--- src/hw/rtl/msa_neighbor_weight_counter_defines.svh ---
// assertion macros shared by the rtl
`ifndef MSA_NEIGHBOR_WEIGHT_COUNTER_DEFINES_SVH
`define MSA_NEIGHBOR_WEIGHT_COUNTER_DEFINES_SVH

// same-cycle implication, disabled in reset
`define MNWC_ASSERT_NOW(lbl, clk, rst_n, ante, cons, msg) \
    lbl: assert property (@(posedge clk) disable iff (!rst_n) (ante) |-> (cons)) \
        else $error(msg);

// next-cycle implication, disabled in reset
`define MNWC_ASSERT_NEXT(lbl, clk, rst_n, ante, cons, msg) \
    lbl: assert property (@(posedge clk) disable iff (!rst_n) (ante) |=> (cons)) \
        else $error(msg);

`endif

--- src/hw/rtl/mnwc_ram.sv ---
module mnwc_ram #(
    parameter int          WIDTH = 8,
    parameter longint      DEPTH = 512,
    localparam int         AW    = (DEPTH > 1) ? $clog2(DEPTH) : 1
) (
    input  logic             i_clk,
    input  logic             i_we,
    input  logic [AW-1:0]    i_waddr,
    input  logic [WIDTH-1:0] i_wdata,
    input  logic [AW-1:0]    i_raddr,
    output logic [WIDTH-1:0] o_rdata
);
    logic [WIDTH-1:0] r_mem [DEPTH];

    always_ff @(posedge i_clk) begin
        if (i_we) begin
            r_mem[i_waddr] <= i_wdata;
        end
        o_rdata <= r_mem[i_raddr];
    end
endmodule

--- config.mk ---
export PLATFORM = sky130hd
export DESIGN_NAME = mnwc_ram
export DESIGN_NICKNAME = d
export VERILOG_FILES = /design/src/hw/rtl/msa_neighbor_weight_counter_defines.svh /design/src/hw/rtl/mnwc_ram.sv
export SDC_FILE = /design/constraint.sdc
export NUM_CORES = 2
export LEC_CHECK = 0
export ABC_CLOCK_PERIOD_IN_PS = 3100
export BUFFER_PORTS_ARGS = -buffer_cell sky130_fd_sc_hd__buf_2
export CAP_MARGIN = 20
export CELL_PAD_IN_SITES_DETAIL_PLACEMENT = 1
export CELL_PAD_IN_SITES_GLOBAL_PLACEMENT = 1
export CORE_MARGIN = 5
export CORE_UTILIZATION = 50
export CTS_CLUSTER_DIAMETER = 200
export DETAILED_ROUTE_END_ITERATION = 6
export PLACE_DENSITY = 0.73
export SYNTH_ARGS = -nofsm -noshare
export SYNTH_HDL_FRONTEND = slang
export SYNTH_SLANG_ARGS = --single-unit
--- constraint.sdc ---
create_clock -name i_clk -period 3.1 [get_ports i_clk]
set_input_delay 0.31 -clock i_clk [delete_from_list [all_inputs] [get_ports i_clk]]
set_output_delay 0.31 -clock i_clk [all_outputs]
set_load 0.1 [all_outputs]
==> results.sh <==
export IMPL_status="completed"
export IMPL_finalWirelength_mm=476
export IMPL_core_area_sq_um=318000
export IMPL_die_width_microns=576
export IMPL_num_fill_cells=27000
export IMPL_finalWorstSetupSlack_ps=26.9
export IMPL_wl_per_cell_microns=35.1
export IMPL_yosysTopAreaCellShare=0.769
export IMPL_routabilityCongestion=0.872
export IMPL_clock_latency_ps=990
export IMPL_clock_sinks=4104
export IMPL_timing_fmax_mhz=325
export IMPL_synthArstFlopShare=0
export IMPL_crit_family="simple AND/OR/NAND/NOR gates"
export IMPL_cpMaxStageDelayCell="nor4_2"
export IMPL_finalCriticalPeriod_ps=3070
export IMPL_nNetsFinal=9035
export IMPL_hp_start="i_waddr[1]"
export IMPL_drt_iter0_markers=11800
export IMPL_ys_seq_area_frac=0.770
export IMPL_synthSimpleGateAreaFrac=0.0263
export IMPL_start_kind="flip-flop"
export IMPL_htree_levels=5
export IMPL_slew_violations=0
export IMPL_dieHeight_microns=576
export IMPL_grt_max_degree=127
export IMPL_multi_input_area_sq_um=34000
export IMPL_vias=88800
export IMPL_ant_nets=0
export IMPL_worstSetupStartpoint="r_mem[257][2]"
export IMPL_reg2reg_from="r_mem[257][2]"
export IMPL_skew_ps=84.0
export IMPL_setup_violations=0
export IMPL_path_clk_slew_ps=60
export IMPL_hold_violations=0
export IMPL_synth_xor_area_frac=0
export IMPL_synth_top_area_cell="edfxtp_1"
export IMPL_max_stage_delay_ps=600
export IMPL_cts_root_buf="clkbuf_16"
export IMPL_power_density_nw_per_um2=636
export IMPL_power_w=0.118
export IMPL_io_pins=36
export IMPL_post_synth_cell_area_avg_sq_um=19.9
export IMPL_crit_type="flip-flop to flip-flop"
export IMPL_finalSetupTns_ps=0
export IMPL_syn_nets=8058
export IMPL_rsz0062_at_grt="no"
export IMPL_cp_cell_sequence="mux2i_1, o221ai_1, a21oi_1, nor4_2, nand4_1, buf_4, nor4_2, o2111a_1"
export IMPL_dieArea_sq_um=331000
export IMPL_layout_drive_gt1_share=0.253
export IMPL_post_drt_via_cell_ratio=6.55
export IMPL_irDropWorstVdd_mv=0.564
export IMPL_synth_top_family_by_area="multiplexers"
export IMPL_netlist_instances=8030
export IMPL_required_ps=4040
export IMPL_grt_pass1_wl_mm=685
export IMPL_worst_pin_slew_ps=1380
export IMPL_ys_flop_type="edfxtp_1"
export IMPL_seq_area_sq_um=123000
export IMPL_clock_path_buffers=4
export IMPL_grt_pass1_vias=92900
export IMPL_ys_warn_count=0
export IMPL_leakage_nw=60.9
export IMPL_netlist_top_cells_area="edfxtp_1 77%, mux4_2 9.2%, mux2i_1 5.0%"
export IMPL_period_share=0.991
export IMPL_synthAdderAreaFrac=0
export IMPL_post_cts_buffers=0
export IMPL_worst_path_most_repeated_cell="nor4_2"
export IMPL_drc=0
export IMPL_pre_cts_ws_ps=-1440
export IMPL_drt_pass1_iter_count=6
export IMPL_syn_cell_area_sq_um=160000
export IMPL_io_buffer_count=35
export IMPL_syn_to_final_growth_pct=16.3
export IMPL_yosys_mux_area_fraction=0.142
export IMPL_critPathBufInv=1
export IMPL_placementRows=207
export IMPL_final_cell_mix="4096 x edfxtp_1, 883 x buf_4, 797 x mux2i_1"
export IMPL_synth_compound_area_frac=0.0431
export IMPL_start_util=0.502
export IMPL_arrival_ps=4010
export IMPL_worstPathMaxFanout=2
export IMPL_cts_made_buffers=413
export IMPL_synth_seq_cells=4104
export IMPL_maxCapViolations=0
export IMPL_ff2ff_setup_slack_ps=30
export IMPL_relSlewSlack=0.0684
export IMPL_post_dp_hpwl_mm=296
export IMPL_yosysUniqueCellTypes=51
export IMPL_final_common_cell="edfxtp_1"
export IMPL_cts_tree="yes"
export IMPL_synth_edf_count=4096
export IMPL_antenna_found_initial=34
export IMPL_critPathCaptureType="flip-flop"
export IMPL_grt_util_all_layers=0.284
export IMPL_grt_ovfl_total=0
export IMPL_min_path_type="input port to flip-flop"
## flip-flops by register name, indices dropped and copies added, names as in the netlist
name / count
o_rdata: 8
r_mem: 4096
## repair_timing
item | CTS | global route
endpoints found under the hold margin | 554 | 0
hold buffers | 8 | 0
resized for setup | 5 | 4
endpoints found under the setup margin | 4 | 3
pin swaps | 0 | 0
## cell usage after synthesis, types with 17 or more instances
master / count
edfxtp_1: 4096
mux2i_1: 797
mux4_2: 654
nor2_1: 597
o221ai_1: 371
clkbuf_1: 265
a21oi_1: 194
o22ai_1: 163
o21ai_0: 118
nand2_1: 111
nor3_1: 109
buf_4: 70
buf_6: 64
a22oi_1: 61
buf_2: 57
buf_1: 41
nand3_1: 36
nor4_1: 36
nand4_1: 32
and2_1: 20
a211oi_1: 17
## path summary, 6_finish.rpt
kind	end	cells after the start
max	o_rdata[2]	8
min reg2reg	o_rdata[3]	6
min	r_mem[311][5]	3
max reg2reg	o_rdata[2]	8
## where the power goes
part | switching, W | internal, W | total (W)
clock network | 0.0216 | 0.0290 | 0.0506
logic | 0.00427 | 0.00221 | 0.00648
registers | 0.000103 | 0.0611 | 0.0612
## metrics by stage
step                      utilization  area, sq um  instances  hold slack, ps
final                           0.584       186000      13600             158
after global routing            0.584       186000      13500             140
after CTS                       0.584       186000      13500            96.5
after detailed placement        0.541       172000      12800             777
after global placement          0.541       172000      12800             765
after floorplan                     -       160000       8030             409
## layer usage
layer	GRT usage	share of wire	vias up
li1	-	-	35400
met5	0	0.00017	-
met4	0.119	0.046	12
met2	0.459	0.49	5434
met3	0.0543	0.093	1011
met1	0.381	0.37	46900
## kinds of logic after synthesis
| group | Yosys count |
|---|---|
| AO/OA/AOI/OAI | 979 |
| AND/OR/NAND/NOR | 980 |
| buffers and inverters | 516 |
| flip-flops | 4104 |
| multiplexers | 1451 |
## tightest hold or removal path: cells and delay by family
kind,cells,cell delay (ps)
buffers and inverters,1,200
and+or+nand+nor,2,390
## final cells by class
class / count / share of cell area
sequential: 4104 / 0.662
tap: 4180 / 0.0281
multi-input combinational: 3410 / 0.183
clock inverter: 259 / 0.0150
clock buffer: 499 / 0.0579
inverter: 3 / 0.000101
antenna: 24 / 0.000323
timing repair buffer: 1075 / 0.0533
No activity file was read; power rests on OpenSTA's default activity.
